<file path="config.mk">
export PLATFORM = sky130hd
export DESIGN_NAME = banked_mmu_flash_command_sequencer
export DESIGN_NICKNAME = d
export VERILOG_FILES = /design/src/sv/bmfcs_pkg.sv /design/src/sv/bmfcs_front.sv /design/src/sv/bmfcs_queue.sv /design/src/sv/bmfcs_back.sv /design/src/sv/banked_mmu_flash_command_sequencer.sv
export VERILOG_INCLUDE_DIRS = /design/src /design/src/sv
export SDC_FILE = /design/constraint.sdc
export NUM_CORES = 1
export LEC_CHECK = 0
export ABC_AREA = 1
export BUFFER_PORTS_ARGS = -buffer_cell sky130_fd_sc_hd__buf_2
export CORE_ASPECT_RATIO = 1.4
export CORE_MARGIN = 5
export CORE_UTILIZATION = 47
export CTS_BUF_LIST = sky130_fd_sc_hd__clkbuf_8 sky130_fd_sc_hd__clkbuf_16
export DETAILED_ROUTE_END_ITERATION = 12
export HOLD_SLACK_MARGIN = 0.02
export PLACE_DENSITY = 0.65
export SYNTH_ARGS = -nofsm -noshare
export SYNTH_HDL_FRONTEND = slang
export SYNTH_SLANG_ARGS = --single-unit
</file>
<file path="constraint.sdc">
create_clock -name clk -period 4.25 [get_ports clk]
set_input_delay 0.425 -clock clk [delete_from_list [all_inputs] [get_ports clk]]
set_output_delay 0.425 -clock clk [all_outputs]
set_load 0.005 [all_outputs]
</file>
<file path="src/sv/banked_mmu_flash_command_sequencer_assert.svh">
// ----------------------------------------------------------------------------
// banked mmu flash command sequencer assertion macros
// shared property wrappers, clocked on clk and disabled during reset
// ----------------------------------------------------------------------------
`ifndef BANKED_MMU_FLASH_COMMAND_SEQUENCER_ASSERT_SVH
`define BANKED_MMU_FLASH_COMMAND_SEQUENCER_ASSERT_SVH

// consequent must hold in the same cycle as the antecedent
`define BMFCS_ASSERT_SAME(label, ante, cons) \
  label: assert property (@(posedge clk) disable iff (!rst_n) (ante) |-> (cons)) \
    else $error("bmfcs same-cycle check failed");

// consequent must hold in the cycle after the antecedent
`define BMFCS_ASSERT_NEXT(label, ante, cons) \
  label: assert property (@(posedge clk) disable iff (!rst_n) (ante) |=> (cons)) \
    else $error("bmfcs next-cycle check failed");

`endif

</file>
<file path="src/sv/bmfcs_pkg.sv">
// ----------------------------------------------------------------------------
// bmfcs_pkg
// types, constants and command-sequence tables shared by the sequencer blocks
// ----------------------------------------------------------------------------
package bmfcs_pkg;

  // field widths
  localparam int PAGE_W  = 8;
  localparam int MASK_W  = 4;
  localparam int PCNT_W  = 9;
  localparam int PA_W    = 22;
  localparam int LEN_W   = 23;
  localparam int ADDR_W  = 16;
  localparam int DATA_W  = 8;
  localparam int A12_W   = 12;
  localparam int ENTRY_W = A12_W + DATA_W;
  localparam int CFG_IDX_W  = 3;
  localparam int CFG_DATA_W = 9;

  // command history
  localparam int HIST_DEPTH = 6;
  localparam int HIST_IDX_W = $clog2(HIST_DEPTH);
  localparam int HIST_CNT_W = $clog2(HIST_DEPTH + 1);
  localparam int SEQ_LEN_MAX = 6;
  localparam int NUM_SEQ = 3;

  // queue between front and back
  localparam int Q_DEPTH = 2;
  localparam int Q_PTR_W = $clog2(Q_DEPTH);
  localparam int Q_CNT_W = $clog2(Q_DEPTH + 1);

  // config register indexes
  localparam logic [CFG_IDX_W-1:0] REG_BANK0_PAGE  = 3'd0;
  localparam logic [CFG_IDX_W-1:0] REG_BANK1_PAGE  = 3'd1;
  localparam logic [CFG_IDX_W-1:0] REG_BANK2_PAGE  = 3'd2;
  localparam logic [CFG_IDX_W-1:0] REG_BANK3_PAGE  = 3'd3;
  localparam logic [CFG_IDX_W-1:0] REG_FLASH_MASK  = 3'd4;
  localparam logic [CFG_IDX_W-1:0] REG_UNLOCKED    = 3'd5;
  localparam logic [CFG_IDX_W-1:0] REG_PAGE_COUNT  = 3'd6;

  // config reset values
  localparam logic [MASK_W-1:0] FLASH_MASK_RST = 4'd14;
  localparam logic [PCNT_W-1:0] PAGE_COUNT_RST = 9'd32;
  localparam logic [PCNT_W-1:0] PAGE_COUNT_MAX = 9'd256;

  // access kinds on the cpu bus
  localparam logic [1:0] FUNC_READ   = 2'd0;
  localparam logic [1:0] FUNC_WRITE  = 2'd1;
  localparam logic [1:0] FUNC_FORCED = 2'd2;

  // memory operation codes
  typedef enum logic [2:0] {
    OP_NONE    = 3'd0,
    OP_READ    = 3'd1,
    OP_STORE   = 3'd2,
    OP_PROGRAM = 3'd3,
    OP_ERASE   = 3'd4
  } mem_op_t;

  // classification made by the front end
  typedef enum logic [1:0] {
    KIND_NONE  = 2'd0,
    KIND_READ  = 2'd1,
    KIND_STORE = 2'd2,
    KIND_SEQ   = 2'd3
  } item_kind_t;

  // sequence table rows
  localparam int SEQ_PROGRAM = 0;
  localparam int SEQ_CHIP    = 1;
  localparam int SEQ_SECTOR  = 2;

  localparam int SEQ_LEN [NUM_SEQ] = '{4, 6, 6};

  localparam logic [ENTRY_W-1:0] SEQ_ENTRY [NUM_SEQ][SEQ_LEN_MAX] = '{
    '{20'hAAAAA, 20'h55555, 20'hAAAA0, 20'h00000, 20'h00000, 20'h00000},
    '{20'hAAAAA, 20'h55555, 20'hAAA80, 20'hAAAAA, 20'h55555, 20'hAAA10},
    '{20'hAAAAA, 20'h55555, 20'hAAA80, 20'hAAAAA, 20'h55555, 20'h00000}
  };

  localparam logic [ENTRY_W-1:0] SEQ_CARE [NUM_SEQ][SEQ_LEN_MAX] = '{
    '{20'hFFFFF, 20'hFFFFF, 20'hFFFFF, 20'h00000, 20'h00000, 20'h00000},
    '{20'hFFFFF, 20'hFFFFF, 20'hFFFFF, 20'hFFFFF, 20'hFFFFF, 20'hFFFFF},
    '{20'hFFFFF, 20'hFFFFF, 20'hFFFFF, 20'hFFFFF, 20'hFFFFF, 20'h00000}
  };

  // sector sizes
  localparam logic [LEN_W-1:0] LEN_64K = 23'h10000;
  localparam logic [LEN_W-1:0] LEN_32K = 23'h08000;
  localparam logic [LEN_W-1:0] LEN_16K = 23'h04000;
  localparam logic [LEN_W-1:0] LEN_8K  = 23'h02000;

  // cpu bus request
  typedef struct packed {
    logic [1:0]        func;
    logic [ADDR_W-1:0] cpu_address;
    logic [DATA_W-1:0] write_data;
  } in_req_t;

  // memory operation result
  typedef struct packed {
    logic [2:0]        mem_op;
    logic              mem_is_flash;
    logic [PA_W-1:0]   phys_address;
    logic [DATA_W-1:0] mem_data;
    logic [LEN_W-1:0]  erase_length;
  } out_rsp_t;

  // classified request held in the queue
  typedef struct packed {
    item_kind_t        kind;
    logic              is_flash;
    logic [PA_W-1:0]   pa;
    logic [DATA_W-1:0] data;
    logic [A12_W-1:0]  addr12;
  } cls_item_t;

endpackage

</file>
<file path="src/sv/bmfcs_front.sv">
// ----------------------------------------------------------------------------
// bmfcs_front
// config registers, bank mapping and request classification
// ----------------------------------------------------------------------------
module bmfcs_front (
  input  logic                             clk,
  input  logic                             rst_n,
  input  logic                             cfg_we,
  input  logic [bmfcs_pkg::CFG_IDX_W-1:0]  cfg_index,
  input  logic [bmfcs_pkg::CFG_DATA_W-1:0] cfg_wdata,
  input  logic                             in_valid,
  output logic                             in_stall,
  input  bmfcs_pkg::in_req_t               in_req,
  output logic                             push_valid,
  input  logic                             push_full,
  output bmfcs_pkg::cls_item_t             push_item,
  output logic [bmfcs_pkg::PCNT_W-1:0]     page_count
);
  import bmfcs_pkg::*;

  logic [PAGE_W-1:0] page_r [4];
  logic [MASK_W-1:0] mask_r;
  logic              unlocked_r;
  logic [PCNT_W-1:0] pcnt_r;

  logic [1:0]        bank;
  logic              fl;
  item_kind_t        kind;

  // config register writes
  always_ff @(posedge clk) begin
    if (!rst_n) begin
      page_r[0]  <= '0;
      page_r[1]  <= '0;
      page_r[2]  <= '0;
      page_r[3]  <= '0;
      mask_r     <= FLASH_MASK_RST;
      unlocked_r <= 1'b0;
      pcnt_r     <= PAGE_COUNT_RST;
    end else if (cfg_we) begin
      unique case (cfg_index)
        REG_BANK0_PAGE: page_r[0]  <= cfg_wdata[PAGE_W-1:0];
        REG_BANK1_PAGE: page_r[1]  <= cfg_wdata[PAGE_W-1:0];
        REG_BANK2_PAGE: page_r[2]  <= cfg_wdata[PAGE_W-1:0];
        REG_BANK3_PAGE: page_r[3]  <= cfg_wdata[PAGE_W-1:0];
        REG_FLASH_MASK: mask_r     <= cfg_wdata[MASK_W-1:0];
        REG_UNLOCKED:   unlocked_r <= cfg_wdata[0];
        REG_PAGE_COUNT: pcnt_r     <= cfg_wdata[PCNT_W-1:0];
        default: ;
      endcase
    end
  end

  // bank lookup
  assign bank = in_req.cpu_address[ADDR_W-1:ADDR_W-2];
  assign fl   = mask_r[bank];

  // classify the access
  always_comb begin
    unique case (in_req.func)
      FUNC_READ:   kind = KIND_READ;
      FUNC_FORCED: kind = KIND_STORE;
      FUNC_WRITE: begin
        if (!fl) begin
          kind = KIND_STORE;
        end else if (!unlocked_r) begin
          kind = KIND_NONE;
        end else begin
          kind = KIND_SEQ;
        end
      end
      default:     kind = KIND_NONE;
    endcase
  end

  assign push_item.kind     = kind;
  assign push_item.is_flash = fl;
  assign push_item.pa       = {page_r[bank], in_req.cpu_address[13:0]};
  assign push_item.data     = in_req.write_data;
  assign push_item.addr12   = in_req.cpu_address[A12_W-1:0];

  assign push_valid = in_valid;
  assign in_stall   = push_full;
  assign page_count = pcnt_r;

endmodule

</file>
<file path="src/sv/bmfcs_queue.sv">
// ----------------------------------------------------------------------------
// bmfcs_queue
// short fifo of classified requests between front and back
// ----------------------------------------------------------------------------
module bmfcs_queue (
  input  logic                 clk,
  input  logic                 rst_n,
  input  logic                 push_valid,
  output logic                 push_full,
  input  bmfcs_pkg::cls_item_t push_item,
  output logic                 pop_valid,
  input  logic                 pop_take,
  output bmfcs_pkg::cls_item_t pop_item
);
  import bmfcs_pkg::*;

  cls_item_t          slot_r [Q_DEPTH];
  logic [Q_PTR_W-1:0] wr_ptr_r, wr_ptr_nxt;
  logic [Q_PTR_W-1:0] rd_ptr_r, rd_ptr_nxt;
  logic [Q_CNT_W-1:0] cnt_r, cnt_nxt;
  logic               do_push;
  logic               do_pop;

  assign push_full = (cnt_r == Q_CNT_W'(Q_DEPTH));
  assign pop_valid = (cnt_r != '0);
  assign pop_item  = slot_r[rd_ptr_r];
  assign do_push   = push_valid && !push_full;
  assign do_pop    = pop_valid && pop_take;

  // pointer and count update
  always_comb begin
    wr_ptr_nxt = wr_ptr_r;
    rd_ptr_nxt = rd_ptr_r;
    cnt_nxt    = cnt_r;
    if (do_push) begin
      wr_ptr_nxt = (wr_ptr_r == Q_PTR_W'(Q_DEPTH - 1)) ? '0 : wr_ptr_r + 1'b1;
    end
    if (do_pop) begin
      rd_ptr_nxt = (rd_ptr_r == Q_PTR_W'(Q_DEPTH - 1)) ? '0 : rd_ptr_r + 1'b1;
    end
    if (do_push && !do_pop) begin
      cnt_nxt = cnt_r + 1'b1;
    end else if (do_pop && !do_push) begin
      cnt_nxt = cnt_r - 1'b1;
    end
  end

  always_ff @(posedge clk) begin
    if (!rst_n) begin
      wr_ptr_r <= '0;
      rd_ptr_r <= '0;
      cnt_r    <= '0;
    end else begin
      wr_ptr_r <= wr_ptr_nxt;
      rd_ptr_r <= rd_ptr_nxt;
      cnt_r    <= cnt_nxt;
    end
  end

  // storage
  always_ff @(posedge clk) begin
    if (do_push) begin
      slot_r[wr_ptr_r] <= push_item;
    end
  end

endmodule

</file>
<file path="src/sv/bmfcs_back.sv">
// ----------------------------------------------------------------------------
// bmfcs_back
// command history, sequence match and result register
// ----------------------------------------------------------------------------
module bmfcs_back (
  input  logic                         clk,
  input  logic                         rst_n,
  input  logic                         pop_valid,
  output logic                         pop_take,
  input  bmfcs_pkg::cls_item_t         pop_item,
  input  logic [bmfcs_pkg::PCNT_W-1:0] page_count,
  output logic                         out_valid,
  input  logic                         out_stall,
  output bmfcs_pkg::out_rsp_t          out_rsp
);
  import bmfcs_pkg::*;

  logic [ENTRY_W-1:0]    hist_r [HIST_DEPTH];
  logic [HIST_CNT_W-1:0] hist_cnt_r, hist_cnt_nxt;
  logic                  out_valid_r, out_valid_nxt;
  out_rsp_t              out_rsp_r, out_rsp_nxt;

  logic [HIST_CNT_W-1:0] cnt_base;
  logic [HIST_CNT_W-1:0] cnt_new;
  logic [ENTRY_W-1:0]    entry_new;
  logic [ENTRY_W-1:0]    view [SEQ_LEN_MAX];
  logic [NUM_SEQ-1:0]    complete;
  logic [NUM_SEQ-1:0]    partial;
  logic                  hit_c;
  logic                  hit_p;
  logic                  hit;
  logic                  last_sector;
  logic [LEN_W-1:0]      sect_len;
  logic [PA_W-1:0]       sect_mask;
  logic [PCNT_W-1:0]     pages;

  assign pop_take = pop_valid && (!out_valid_r || !out_stall);

  // history slot for the incoming write
  assign cnt_base  = (hist_cnt_r >= HIST_CNT_W'(HIST_DEPTH)) ? '0 : hist_cnt_r;
  assign cnt_new   = cnt_base + 1'b1;
  assign entry_new = {pop_item.addr12, pop_item.data};

  // history as it looks with the new write in place
  always_comb begin
    for (int i = 0; i < SEQ_LEN_MAX; i++) begin
      view[i] = (cnt_base == HIST_CNT_W'(i)) ? entry_new : hist_r[i];
    end
  end

  // match every sequence against the history in parallel
  always_comb begin
    for (int s = 0; s < NUM_SEQ; s++) begin
      hit_c = 1'b1;
      hit_p = 1'b1;
      for (int i = 0; i < SEQ_LEN_MAX; i++) begin
        hit = ((view[i] & SEQ_CARE[s][i]) == SEQ_ENTRY[s][i]);
        if (i < SEQ_LEN[s]) begin
          hit_c = hit_c && hit;
          if (HIST_CNT_W'(i) < cnt_new) begin
            hit_p = hit_p && hit;
          end
        end
      end
      complete[s] = (cnt_new >= HIST_CNT_W'(SEQ_LEN[s])) && hit_c;
      partial[s]  = (cnt_new <  HIST_CNT_W'(SEQ_LEN[s])) && hit_p;
    end
  end

  // sector size, with sub-sectors in the last 64k sector
  assign last_sector = (({1'b0, pop_item.pa[PA_W-1:16]} + 7'd1) ==
                        page_count[PCNT_W-1:2]);
  always_comb begin
    if (!last_sector) begin
      sect_len = LEN_64K;
    end else begin
      unique case (pop_item.pa[15:13])
        3'd0, 3'd1, 3'd2, 3'd3: sect_len = LEN_32K;
        3'd4, 3'd5:             sect_len = LEN_8K;
        default:                sect_len = LEN_16K;
      endcase
    end
  end
  assign sect_mask = ~(PA_W'(sect_len - 1'b1));

  // chip size in pages, saturated
  assign pages = (page_count > PAGE_COUNT_MAX) ? PAGE_COUNT_MAX : page_count;

  // result and history count for the popped request
  always_comb begin
    out_rsp_nxt  = '0;
    hist_cnt_nxt = hist_cnt_r;
    unique case (pop_item.kind)
      KIND_READ: begin
        out_rsp_nxt.mem_op       = OP_READ;
        out_rsp_nxt.mem_is_flash = pop_item.is_flash;
        out_rsp_nxt.phys_address = pop_item.pa;
        if (pop_item.is_flash) begin
          hist_cnt_nxt = '0;
        end
      end
      KIND_STORE: begin
        out_rsp_nxt.mem_op       = OP_STORE;
        out_rsp_nxt.mem_is_flash = pop_item.is_flash;
        out_rsp_nxt.phys_address = pop_item.pa;
        out_rsp_nxt.mem_data     = pop_item.data;
      end
      KIND_SEQ: begin
        priority if (complete[SEQ_PROGRAM]) begin
          hist_cnt_nxt             = '0;
          out_rsp_nxt.mem_op       = OP_PROGRAM;
          out_rsp_nxt.mem_is_flash = 1'b1;
          out_rsp_nxt.phys_address = pop_item.pa;
          out_rsp_nxt.mem_data     = pop_item.data;
        end else if (complete[SEQ_CHIP]) begin
          hist_cnt_nxt             = '0;
          out_rsp_nxt.mem_op       = OP_ERASE;
          out_rsp_nxt.mem_is_flash = 1'b1;
          out_rsp_nxt.erase_length = {pages, 14'b0};
        end else if (complete[SEQ_SECTOR]) begin
          hist_cnt_nxt             = '0;
          out_rsp_nxt.mem_op       = OP_ERASE;
          out_rsp_nxt.mem_is_flash = 1'b1;
          out_rsp_nxt.phys_address = pop_item.pa & sect_mask;
          out_rsp_nxt.erase_length = sect_len;
        end else if (partial == '0) begin
          hist_cnt_nxt = '0;
        end else begin
          // still a prefix of some sequence, keep the write
          hist_cnt_nxt = cnt_new;
        end
      end
      default: ;
    endcase
  end

  // output register valid
  always_comb begin
    out_valid_nxt = out_valid_r;
    if (pop_take) begin
      out_valid_nxt = 1'b1;
    end else if (!out_stall) begin
      out_valid_nxt = 1'b0;
    end
  end

  always_ff @(posedge clk) begin
    if (!rst_n) begin
      out_valid_r <= 1'b0;
      hist_cnt_r  <= '0;
    end else begin
      out_valid_r <= out_valid_nxt;
      if (pop_take) begin
        hist_cnt_r <= hist_cnt_nxt;
      end
    end
  end

  // payload and history entries
  always_ff @(posedge clk) begin
    if (pop_take) begin
      out_rsp_r <= out_rsp_nxt;
      if (pop_item.kind == KIND_SEQ) begin
        hist_r[cnt_base[HIST_IDX_W-1:0]] <= entry_new;
      end
    end
  end

  assign out_valid = out_valid_r;
  assign out_rsp   = out_rsp_r;

endmodule

</file>
<file path="src/sv/banked_mmu_flash_command_sequencer.sv">
// ----------------------------------------------------------------------------
// banked_mmu_flash_command_sequencer
// banked address mapping with a flash command-sequence decoder
// ----------------------------------------------------------------------------
// usage:
//   in channel (in_valid / in_stall / in_req) takes one cpu bus request:
//   read, write or forced write. every request gives exactly one result on
//   the out channel (out_valid / out_stall / out_rsp): none, read, store,
//   program and or an erase range, in request order.
//   config port (cfg_we / cfg_index / cfg_wdata) writes bank pages, the
//   flash bank mask, the unlock bit and the flash page count; write it only
//   while no request is in flight.
//   an accepted request is first written into the queue; the sequence
//   match then loads the result register from the queue head and raises
//   out_valid with it.
//   throughput is one request per cycle while out_stall is low, set by a
//   combinational parallel compare of six history entries to the sequences.
//   while out_stall is high the result register holds and the two-entry
//   queue fills; in_stall rises once the queue is full.
//   reset clears the queue, the result valid flag and the history count
//   and loads the config reset values.
// ----------------------------------------------------------------------------
`include "banked_mmu_flash_command_sequencer_assert.svh"

module banked_mmu_flash_command_sequencer (
  input  logic                             clk,
  input  logic                             rst_n,
  input  logic                             cfg_we,
  input  logic [bmfcs_pkg::CFG_IDX_W-1:0]  cfg_index,
  input  logic [bmfcs_pkg::CFG_DATA_W-1:0] cfg_wdata,
  input  logic                             in_valid,
  output logic                             in_stall,
  input  bmfcs_pkg::in_req_t               in_req,
  output logic                             out_valid,
  input  logic                             out_stall,
  output bmfcs_pkg::out_rsp_t              out_rsp
);
  import bmfcs_pkg::*;

  logic              q_push_valid;
  logic              q_full;
  cls_item_t         q_push_item;
  logic              q_pop_valid;
  logic              q_pop;
  cls_item_t         q_pop_item;
  logic [PCNT_W-1:0] page_count;

  // front end: mapping and classification
  bmfcs_front u_front (
    .clk        (clk),
    .rst_n      (rst_n),
    .cfg_we     (cfg_we),
    .cfg_index  (cfg_index),
    .cfg_wdata  (cfg_wdata),
    .in_valid   (in_valid),
    .in_stall   (in_stall),
    .in_req     (in_req),
    .push_valid (q_push_valid),
    .push_full  (q_full),
    .push_item  (q_push_item),
    .page_count (page_count)
  );

  // queue between the two halves
  bmfcs_queue u_queue (
    .clk        (clk),
    .rst_n      (rst_n),
    .push_valid (q_push_valid),
    .push_full  (q_full),
    .push_item  (q_push_item),
    .pop_valid  (q_pop_valid),
    .pop_take   (q_pop),
    .pop_item   (q_pop_item)
  );

  // back end: history, sequence match, result register
  bmfcs_back u_back (
    .clk        (clk),
    .rst_n      (rst_n),
    .pop_valid  (q_pop_valid),
    .pop_take   (q_pop),
    .pop_item   (q_pop_item),
    .page_count (page_count),
    .out_valid  (out_valid),
    .out_stall  (out_stall),
    .out_rsp    (out_rsp)
  );

  // a popped request always shows up as a result next cycle
  `BMFCS_ASSERT_NEXT(a_pop_fills_out, q_pop, out_valid)
  // nothing leaves the queue while a stalled result is held
  `BMFCS_ASSERT_SAME(a_no_pop_on_hold, out_valid && out_stall, !q_pop)
  // an empty queue with no new request stays empty
  `BMFCS_ASSERT_NEXT(a_empty_stays, !q_pop_valid && !(in_valid && !in_stall), !q_pop_valid)

endmodule
</file>
==> results of run 1 <==
==> worst paths after layout <==
kind	startpoint	endpoint
worst max-delay path	flop	u_back.out_rsp[14]
worst min-delay path	in_req[10]	u_queue.slot_r[0][22]
worst max register to register	flop	u_back.out_rsp[14]
worst min register to register	u_queue.rd_ptr_r	flop
==> layer usage <==
| metal | GRT usage (%) | wire (um) | up-vias | part of all wire [%] |
|---|---|---|---|---|
| met4 | 6.84 | 1020 | 2 | 3.8 |
| li1 | - | - | 3783 | - |
| met3 | 3.20 | 1670 | 60 | 6.2 |
| met1 | 22.9 | 10300 | 3656 | 38 |
| met5 | 0 | 11 | - | 0.040 |
| met2 | 34.0 | 14100 | 242 | 52 |
==> power breakdown <==
part / internal (mW) / switching (mW)
clock: 1.31 / 0.951
combinational: 0.488 / 1.36
sequential: 3.76 / 0.150
==> cell families (layout without fill, tap and decap cells) <==
| family | after synthesis | count (layout) | share of synthesized area [%] |
|---|---|---|---|
| buffers and inverters | 153 | 266 | 5.83 |
| and+or+nand+nor | 519 | 519 | 19.1 |
| muxes | 1 | 1 | 0.0837 |
| AOI/OAI and AO/OA | 95 | 95 | 4.53 |
| DFF | 285 | 285 | 69.6 |
| other | 1 | 13 | 0.0313 |
| xor gates and xnor gates | 7 | 7 | 0.512 |
| adders and majority gates | 3 | 3 | 0.314 |
==> stage by stage <==
stage	hold WS, ps	util [%]
finish	87.0	53.5
detailed placement	434	50.2
global placement	433	50.2
global route	83.7	53.5
floorplan	426	-
CTS	77.6	53.5
==> layout by cell type, fill, tap and decap left out, types with 2 or more instances in the layout <==
master     instances
edfxtp_1         262
nand2_1          205
nor2_1           173
inv_1            126
buf_2             88
nand3_1           47
o21ai_0           39
clkbuf_16         27
a21oi_1           26
dfxtp_1           22
nand4_1           21
nand2_2           18
conb_1            13
nor2_2            11
nor3_1            11
inv_2              9
nor4_1             9
o22ai_1            8
buf_4              8
o21ai_2            6
nor2_4             6
nand3b_1           5
o21ai_1            5
xor2_1             5
o211ai_1           5
a21oi_2            4
nor3_2             4
ha_1               3
clkbuf_8           3
or2_1              2
or2_2              2
nand3_2            2
xnor2_1            2
bufinv_16          2
==> worst max-delay path, cell delays in order, from the launching register on <==
cell,delay [ps]
dfxtp_2,710
inv_6,230
nand2_1,130
nand2_1,240
inv_1,190
nand2_1,100
nor2_1,160
nand3b_1,120
nor2_1,120
nor2_1,70
nor2_4,140
nand2_2,130
nand2_4,150
nor2_1,70
nand2_2,140
inv_2,50
nand2_1,70
o21ai_2,50
==> sequential cells by signal, indices dropped and copies added, names as in the netlist, named ones only <==
name	count
u_back.hist_r	120
u_back.out_rsp	44
u_back.out_valid	1
u_queue.wr_ptr_r	1
u_front.mask_r	4
u_queue.rd_ptr_r	1
u_front.page_r	32
u_back.hist_cnt_r	3
u_queue.cnt_r	2
u_queue.slot_r	66
u_front.page_count	9
u_front.unlocked_r	1
==> cell type report <==
class | count | area [um^2] | area share [%]
Clock inverter | 18 | 121 | 0.897
Sequential cell | 285 | 8330 | 61.5
Clock buffer | 30 | 717 | 5.30
Timing Repair Buffer | 96 | 500 | 3.70
Inverter | 122 | 463 | 3.42
Tap cell | 319 | 399 | 2.95
Multi-Input combinational cell | 638 | 3000 | 22.2
==> synth_stat cells, drive strengths merged, types with 2 or more instances <==
| cell | number | area share [%] |
|---|---|---|
| o22ai | 8 | 0.42 |
| nor2 | 190 | 6.4 |
| o21ai | 50 | 2.3 |
| a21oi | 30 | 1.4 |
| inv | 122 | 3.9 |
| nand4 | 21 | 1.1 |
| nand3b | 5 | 0.31 |
| or2 | 4 | 0.21 |
| clkbuf | 7 | 0.22 |
| nand3 | 50 | 2.3 |
| buf | 24 | 1.7 |
| edfxtp | 262 | 66 |
| nor3 | 15 | 0.75 |
| xnor2 | 2 | 0.15 |
| o211ai | 5 | 0.31 |
| nor4 | 9 | 0.47 |
| nand2 | 224 | 7.5 |
| xor2 | 5 | 0.37 |
| dfxtp | 23 | 3.8 |
| ha | 3 | 0.31 |
==> key figures, run 1 <==
Global route
  • GRT Residual Overflow: 0
  • Vias in the first global route: 7548
  • Total track usage: 19.0%
  • Pin count of the biggest net entering global routing: 48
  • Global-route wire length before repair: 41700 um
  • Initial antenna violation count: 1

Synth
  • Syn Std Cell Area: 12000 um^2
  • Avg Inst Size Synth: 11.2 um^2
  • Most common flop cell mapped by yosys: edfxtp_1
  • Post-Synthesis Cells: 1064
  • FFs w/ async S/R, synth: 0%
  • Synth Warn #: 0
  • Seq/Total Area, Yosys: 69.6%
  • Number of flops mapped to enable cells by yosys: 262
  • Library cells used by synthesis: 41
  • Number of synthesized register bits: 285

Drt
  • WL final: 27200 um
  • DRT iter0 DRCs: 591
  • Post-route ant nets: 0
  • Remaining DRCs: 0
  • Drt wl/cell: 18.0 um
  • Drt first pass iters: 5
  • Via Count: 7743
  • Via/cell ratio: 5.13

CTS
  • CTS tree: built
  • TritonCTS sink count: 285
  • Reg clk slew, reported paths: 60 ps
  • CTS max path bufs: 3
  • Htree depth: 1
  • Num CTS Buffers: 26
  • Root buffer cell: clkbuf_16
  • Hold_buf cts: 0
  • Clk_lat worst skew: 530 ps
  • Post-CTS sizing: 0
  • Post-CTS Setup Inserts: 0

Place
  • Pre-CTS setup slack: 1160 ps
  • Post-DP Area: 12700 um^2
  • GPL Wtd Cong: 0.891
  • DP HPWL: 19700 um
  • Port Buffers: 88
  • Post-Place Cells: 1460

Floorplanning
  • Die W: 145 um
  • Total core area: 25300 um^2
  • Starting Density: 47.3%
  • Ports: 102
  • Die Height: 199 um
  • Row Count: 69
  • Die area: 28800 um^2

STA
  • Setup TNS: 0 ps
  • Final setup skew: 22.5 ps
  • Count of final setup violators: 0
  • Max_slew headroom: 23.5%
  • Final worst slack: 1100 ps
  • Fmax: 0.318 GHz
  • Crit share post-route: 74.1%
  • RSZ-0062 raised after global routing: no
  • Worst Max-Slew Pin Slew: 1140 ps
  • Count of final hold-check violations: 0
  • Crit path time final: 3150 ps
  • Pins Over Slew Limit: 0

Critical path
  • Critical path class: flop to flop
  • Critical path data arrival time: 3420 ps
  • Required @ worst endpoint: 4520 ps
  • R2r worst-path depth: 17
  • Startpoint Class: flop
  • CP Capture Type: flop
  • Reg2Reg Setup Slack: 1100 ps
  • Worst-path fanout max: 36

Finish
  • Layout area overhead: 13.1%
  • Antenna cells: 0
  • Design Area, Final: 13500 um^2
  • Net count, final: 1215
  • Layout cells sized above 1: 16.4%
  • Final non-filler cell total: 1508
  • Fill cell count: 2178

Power
  • Pwr dens: 593 nW/um^2
  • Final Power: 8.02 mW
  • Worst IR Drop VDD: 0.450 mV
  • Leak: 5.36 nW

Job
  • Max-cap violations: 0

Min path
  • Min-Delay Path Depth: 1
  • Worst hold path class: primary input to flop

Status
  • Status: finished, final reports clean
Note: power is estimated with default switching activity, not from simulation.
==> inputs of run 2 (changes only) <==
==> constraint.sdc (replaced) <==
create_clock -name clk -period 3 [get_ports clk]
set_input_delay 0.3 -clock clk [delete_from_list [all_inputs] [get_ports clk]]
set_output_delay 0.3 -clock clk [all_outputs]
set_load 0.005 [all_outputs]
==> run 2 against run 1 <==
Against the previous run:
- sequential power increased by 40%
- sequential cell count stayed put
- wire length increased by 1.3%
- die area stayed put
- core utilization grew 1.9 points
- via count is 2.1% higher
- clock skew down 4.8 ps
- largest cell class unchanged
- largest power group unchanged
- highest routed layer is now met4
==> key figures, run 2 (synthesis results as in run 1) <==
Critical path
  • Worst path most repeated cell: nor2_1
  • Startpoint Class: flop
  • CP Cell Sequence: buf_4 -> nand2_1 -> nand2_2 -> nand2_1 -> nor2_1 -> nand4_1 -> nor2_1 -> nor2_1 -> nor2_4 -> nand2_2 -> nand2_4 -> nand2_2 -> nor2_1
  • Worst-path fanout max: 24 (-33%)
  • Slowest Stage Delay on Critical Path: 380 ps (-330 ps)
  • Top delay family on crit path: simple AND/OR/NAND/NOR gates
  • CP bufs+invs: 1 (-2)
  • Worst path slowest cell: dfxtp_2
  • Critical path depth in cells: 13 (-4)
  • Required @ worst endpoint: 3350 ps (-1170 ps)
  • CP Capture Type: flop
  • R2r worst-path depth: 13 (-4)
  • Critical path data arrival time: 3040 ps (-380 ps)
  • Critical path class: flop to flop

Finish
  • Max FFs per register: 120 (unchanged)
  • Layout area overhead: 17.1%
  • Most frequent cells in the layout: 262 x edfxtp_1, 205 x nand2_1, 173 x nor2_1, 114 x inv_1, 88 x buf_2
  • Fill cell count: 2187 (+0.41%)
  • Net count, final: 1263 (+4.0%)
  • Commonest non-fill, non-tap cell in the layout: edfxtp_1
  • Antenna cells: 0 (unchanged)
  • Design Area, Final: 14000 um^2 (+3.5%)
  • Final non-filler cell total: 1556 (+3.2%)
  • Layout cells sized above 1: 18.6% (+2.2 points)

Global route
  • GRT Residual Overflow: 0 (unchanged)
  • Pin count of the biggest net entering global routing: 34 (-29%)
  • Total track usage: 19.5% (+0.49 points)
  • Vias in the first global route: 7926 (+5.0%)
  • Global-route wire length before repair: 43000 um (+3.1%)
  • Initial antenna violation count: 0 (-1)

CTS
  • TritonCTS sink count: 285 (unchanged)
  • Num CTS Buffers: 27 (+3.8%)
  • CTS max path bufs: 3 (unchanged)
  • Clk_lat worst skew: 540 ps (about the same)
  • Htree depth: 1 (unchanged)
  • Root buffer cell: clkbuf_16
  • CTS tree: built
  • Reg clk slew, reported paths: 60 ps (about the same)

Drt
  • Drt first pass iters: 5 (unchanged)
  • Via Count: 7908 (+2.1%)
  • DRT iter0 DRCs: 540 (-8.6%)
  • Post-route ant nets: 0 (unchanged)
  • Drt wl/cell: 17.7 um (-1.8%)
  • Via/cell ratio: 5.08 (-1.0%)
  • Remaining DRCs: 0 (unchanged)
  • WL final: 27500 um (+1.3%)

Floorplanning
  • Starting Density: 47.3% (unchanged)
  • Total core area: 25300 um^2 (unchanged)
  • Row Count: 69 (unchanged)
  • Die area: 28800 um^2 (unchanged)
  • Die Height: 199 um (unchanged)
  • Ports: 102 (unchanged)
  • Die W: 145 um (unchanged)

Place
  • GPL Wtd Cong: 0.936 (+5.1%)
  • Port Buffers: 88 (unchanged)
  • DP HPWL: 20400 um (+3.3%)
  • Post-DP Area: 12900 um^2 (+1.5%)
  • Post-Place Cells: 1483 (+1.6%)

Power
  • Final Power: 11.7 mW (+46%)
  • Pwr dens: 835 nW/um^2 (+41%)
  • Worst IR Drop VDD: 0.557 mV (+24%)
  • Leak: 5.56 nW (+3.6%)

STA
  • Count of final setup violators: 0 (unchanged)
  • Pins Over Slew Limit: 0 (unchanged)
  • Fmax: 0.371 GHz (+17%)
  • RSZ-0062 raised after global routing: no
  • Worst Max-Slew Pin Slew: 949 ps (-187 ps)
  • Crit share post-route: 89.7% (+16 points)
  • Setup TNS: 0 ps (unchanged)
  • Final setup skew: 17.7 ps (-4.78 ps)
  • Max_slew headroom: 36.5% (+13 points)
  • Crit path time final: 2690 ps (-457 ps)
  • Count of final hold-check violations: 0 (unchanged)

Status
  • Status: finished, final reports clean

Min path
  • Worst hold path class: primary input to flop
  • Hold Crit Start: out_stall
  • Min-Delay Path Depth: 3 (+2)

Job
  • Max-cap violations: 0 (unchanged)
[run 2: cell types whose count changed in the layout (fill, tap and decap cells not counted), moves of 2 or more]
cell,before,now
clkinv_1,1,3
inv_1,126,114
clkbuf_8,3,0
clkinv_4,0,4
clkinv_2,1,7
dlygate4sd3_1,0,24
buf_4,8,30
clkinvlp_4,0,2
[run 2: final timing paths]
check                  endpoint  slack, ps
min            u_back.out_valid         50
min reg2reg    u_queue.rd_ptr_r        460
max reg2reg  u_back.out_rsp[37]        310
max          u_back.out_rsp[37]        310
[run 2: per-stage QoR]
step / hold WS, ps / util (%) / setup slack [ps]
2_1_floorplan: 399 / - / 532
3_3_place_gp: 442 / 50.9 / 360
3_5_place_dp: 455 / 50.9 / 301
4_1_cts: 27.6 / 55.3 / 271
5_1_grt: 37.3 / 55.4 / 81.0
6_report: 50.5 / 55.4 / 308
[run 2: where the power goes]
group / leakage (nW) / total [mW] / internal, mW / switching (mW)
Sequential: 2.63 / 5.48 / 5.31 / 0.169
Combinational: 2.49 / 2.88 / 0.882 / 2.00
Clock: 0.439 / 3.33 / 1.91 / 1.42
Total: 5.56 / 11.7 / 8.10 / 3.60
[run 2: area by class of cell]
class | count | area [um^2] | share of cell area [%]
clock inverters | 22 | 203 | 1.45
multi-input cells | 638 | 3010 | 21.5
inverters | 122 | 463 | 3.31
flip-flops and latches | 285 | 8330 | 59.5
well taps | 319 | 399 | 2.85
clock buffers | 27 | 676 | 4.82
repair buffers | 143 | 926 | 6.61
[run 2: tightest hold or removal path, cell delays in order]
cell	delay (ps)
buf_2	100
nand2_1	80
a21oi_1	70
[run 2: layer usage]
layer / vias up / track usage [%] / wire (um)
li1: 3887 / - / -
met1: 3737 / 23.3 / 10500
met2: 229 / 35.1 / 14700
met3: 55 / 2.86 / 1340
met4: 0 / 7.71 / 991
met5: - / 0 / 0
[run 2: what timing repair did]
action	in CTS	in global routing
hold buffers	24	0
setup buffers	0	0
endpoints found under the hold margin	46	0
setup endpoints to repair	0	1
gates resized for setup	0	1
==> inputs of run 3 (changes only) <==
--- a/config.mk
+++ b/config.mk
@@ -6,7 +6,7 @@
 export SDC_FILE = /design/constraint.sdc
 export NUM_CORES = 1
 export LEC_CHECK = 0
-export ABC_AREA = 1
+export ABC_AREA = 0
 export BUFFER_PORTS_ARGS = -buffer_cell sky130_fd_sc_hd__buf_2
 export CORE_ASPECT_RATIO = 1.4
 export CORE_MARGIN = 5
==> run 3 against run 2 <==
Against the previous run:
- worst setup slack got worse by 83 ps
- via count fell by 14%
- clock skew fell by 8.6 ps
- non-clock buffer count rose by 13
- area after synthesis fell by 3.1%
- register-to-register slack got worse by 80 ps
- synthesized cell count fell by 29%
- sequential cell count did not move
- largest cell class unchanged
- clock power fell by 2%
- count of clock-buffer cells in the layout did not move
- highest routed layer unchanged
==> key figures, run 3 <==
Global route
  • Vias in the first global route: 6825 (-14%)
  • Total track usage: 18.2% (-1.3 points)
  • Pin count of the biggest net entering global routing: 34 (unchanged)
  • GRT Residual Overflow: 0 (unchanged)
  • Initial antenna violation count: 0 (unchanged)
  • Global-route wire length before repair: 39100 um (-9.1%)

Critical path
  • CP Cell Sequence: buf_12 -> buf_4 -> nor2b_1 -> nand3b_1 -> a221oi_2 -> a31oi_1 -> or4_1 -> nand4_4 -> o32ai_1
  • Startpoint Class: flop
  • Slowest Stage Delay on Critical Path: 700 ps (+320 ps)
  • CP Capture Type: flop
  • Critical path data arrival time: 3040 ps (about the same)
  • Worst-path fanout max: 25 (+4.2%)
  • R2r worst-path depth: 9 (-4)
  • Critical path class: flop to flop
  • Worst path slowest cell: or4_1
  • Required @ worst endpoint: 3270 ps (-80 ps)
  • Reg2Reg Setup Slack: 230 ps (-80 ps)
  • Worst r2r dst: u_back.out_rsp[15]

Synth
  • Number of flops mapped to enable cells by yosys: 262 (unchanged)
  • Syn Std Cell Area: 11600 um^2 (-3.1%)
  • Library cells used by synthesis: 67 (+63%)
  • Post-synthesis mux area share: 5.30% (+5.2 points)
  • Most common flop cell mapped by yosys: edfxtp_1
  • Synth area leaders: edfxtp_1 68%, dfxtp_1 4.0%, nand2_1 2.3%
  • Yosys top cell area share: 67.9% (+2.1 points)
  • Synth Area in Simple Gates: 15.3% (-3.8 points)
  • Synth Warn #: 0 (unchanged)
  • Most instantiated library cell after synthesis: edfxtp_1
  • Synth area leader: edfxtp_1
  • Xor/xnor cell area share of the yosys netlist: 0.982% (+0.47 points)
  • FFs w/ async S/R, synth: 0% (unchanged)
  • Avg Inst Size Synth: 15.4 um^2 (+37%)
  • Largest family of logic cells by synthesized area: simple AND/OR/NAND/NOR gates
  • Top cells by count, synth: 262 x edfxtp_1, 71 x nand2_1, 34 x nor2_1
  • Number of synthesized register bits: 285 (unchanged)
  • Compound-cell area share of the yosys netlist: 4.05% (-0.48 points)
  • Post-Synthesis Cells: 753 (-29%)
  • Post-Synth Adder-Cell Area: 0.324% (+0.010 points)
  • Seq/Total Area, Yosys: 71.9% (+2.2 points)

Drt
  • Via Count: 6792 (-14%)
  • Remaining DRCs: 0 (unchanged)
  • Drt first pass iters: 5 (unchanged)
  • Via/cell ratio: 5.42 (+6.7%)
  • Post-route ant nets: 0 (unchanged)
  • DRT iter0 DRCs: 462 (-14%)
  • WL final: 25400 um (-7.7%)
  • Drt wl/cell: 20.3 um (+15%)

CTS
  • CTS tree: built
  • Reg clk slew, reported paths: 70 ps (about the same)
  • Htree depth: 1 (unchanged)
  • Root buffer cell: clkbuf_16
  • Clk_lat worst skew: 520 ps (-20 ps)
  • TritonCTS sink count: 285 (unchanged)
  • Num CTS Buffers: 26 (-3.7%)
  • CTS max path bufs: 3 (unchanged)

STA
  • Pins Over Slew Limit: 0 (unchanged)
  • Setup TNS: 0 ps (unchanged)
  • Hold WS: 42.0 ps (-8.57 ps)
  • Fmax: 0.360 GHz (-3.0%)
  • Crit share post-route: 92.5% (+2.8 points)
  • Max_slew headroom: 35.6% (-0.86 points)
  • Count of final setup violators: 0 (unchanged)
  • Final setup skew: 9.16 ps (-8.55 ps)
  • Count of final hold-check violations: 0 (unchanged)
  • RSZ-0062 raised after global routing: no
  • Crit path time final: 2770 ps (+82.5 ps)
  • Worst Max-Slew Pin Slew: 965 ps (+16.3 ps)

Place
  • GPL Wtd Cong: 0.912 (-2.6%)
  • Port Buffers: 88 (unchanged)
  • Post-Place Cells: 1182 (-20%)
  • DP HPWL: 18700 um (-8.3%)

Finish
  • FF+latch area: 8330 um^2 (about the same)
  • Final non-filler cell total: 1253 (-19%)
  • Fill cell count: 2000 (-8.6%)
  • Antenna cells: 0 (unchanged)
  • Net count, final: 965 (-24%)
  • Layout area overhead: 18.6%
  • Post-layout util: 56.1% (+0.74 points)
  • Layout cells sized above 1: 24.5% (+5.9 points)
  • Commonest non-fill, non-tap cell in the layout: edfxtp_1
  • Multi-input gate area: 3080 um^2 (+2.4%)
  • Max FFs per register: 120 (unchanged)
  • Most frequent cells in the layout: 262 x edfxtp_1, 88 x buf_2, 71 x nand2_1, 44 x buf_4, 33 x nor2_1

Floorplanning
  • Starting Density: 47.3% (about the same)
  • Die W: 143 um (-1.5%)
  • Die area: 27900 um^2 (-2.9%)
  • Total core area: 24500 um^2 (-3.1%)
  • Ports: 102 (unchanged)
  • Die Height: 196 um (-1.5%)
  • Row Count: 68 (-1.4%)

Power
  • P_sw: 3.06 mW (-15%)
  • Clock Power Share: 29.6% (+1.1 points)
  • Sequential power share: 49.9% (+3.1 points)
  • Pwr dens: 803 nW/um^2 (-3.8%)
  • Final Power: 11.0 mW (-5.5%)
  • Gate power share: 20.5% (-4.2 points)
  • Worst IR Drop VDD: 0.625 mV (+12%)
  • Int Pwr: 7.98 mW (-1.4%)
  • Fraction of power spent switching nets: 27.7% (-3.0 points)
  • Leak: 4.87 nW (-12%)

Min path
  • Worst hold path class: primary input to flop
  • Worst Hold End: u_back.out_valid
  • Min-Delay Path Depth: 3 (unchanged)
  • Hold Crit Start: out_stall

Status
  • Status: finished, final reports clean

Job
  • Max-cap violations: 0 (unchanged)
==> run 3: cell count changes after synthesis, moves of 16 or more <==
cell	change
nor2b_1	+16
o21ai_0	-31
nor2_1	-141
nor4bb_1	+23
mux2_2	+21
nand3_1	-36
nand2_2	-17
nand2_1	-134
and2_1	+32
inv_1	-96
==> run 3: worst max-delay path, delay by kind of cell (launching register included) <==
family	cells	cell delay [ps]
buf+inv	2	320
flops	1	440
simple gates	4	1140
compound gates	3	610
==> run 3: logic make-up (layout without fill, tap and decap cells) <==
family | count (synthesis) | after routing
flops | 285 | 285
xor+xnor | 13 | 13
fa+ha+maj | 3 | 3
buf+inv | 47 | 220
other cells | 1 | 13
simple gates | 285 | 285
compound gates | 72 | 72
mux | 47 | 47
==> run 3: layout make-up <==
| type | count | area share, % |
|---|---|---|
| Multi-Input combinational cell | 433 | 22.4 |
| Sequential cell | 285 | 60.6 |
| Clock inverter | 20 | 1.30 |
| Tap cell | 315 | 2.87 |
| Timing Repair Buffer | 156 | 7.43 |
| Clock buffer | 27 | 4.91 |
| Inverter | 17 | 0.464 |
==> run 3: per-layer routing <==
layer  vias up  part of all wire, %  track usage, %
li1       3209                    -               -
met1      3333                   36            21.2
met4         0                  3.6            6.52
met5         -                    0               0
met2       196                   55            33.7
met3        54                  5.4            2.83
==> run 3: timing repair <==
| item | CTS | global route |
|---|---|---|
| gates resized for setup | 1 | 4 |
| pin swaps | 0 | 1 |
| buffers inserted | 0 | 1 |
| hold buffers | 23 | 0 |
| hold endpoints to repair | 45 | 0 |
| setup endpoints to repair | 4 | 13 |
==> run 3: worst max path at each step <==
stage	start	to	slack, ps	cells past startpoint
2_1_floorplan	u_queue.cnt_r[0]	u_back.hist_r[1][0]	-130	4
3_3_place_gp	flop	u_back.out_rsp[17]	130	8
3_5_place_dp	flop	u_back.out_rsp[15]	10	8
4_1_cts	flop	u_back.out_rsp[15]	120	10
5_1_grt	u_queue.slot_r[1][22]	u_back.out_rsp[17]	30	9
6_report	flop	u_back.out_rsp[15]	230	9
==> run 3: through the flow <==
stage,worst slack (ps),instance area [um^2]
2_1_floorplan,-128,11600
3_3_place_gp,132,12600
3_5_place_dp,12.9,12600
4_1_cts,116,13700
5_1_grt,26.8,13700
6_report,225,13700
==> run 3: power by group through the flow <==
stage,clock [mW],combinational (mW),sequential (mW)
floorplan,0,1.27,5.49
global placement,0,2.25,5.59
detailed placement,0,2.26,5.60
CTS,3.33,2.29,5.52
global route,3.51,2.47,5.55
finish,3.27,2.27,5.51
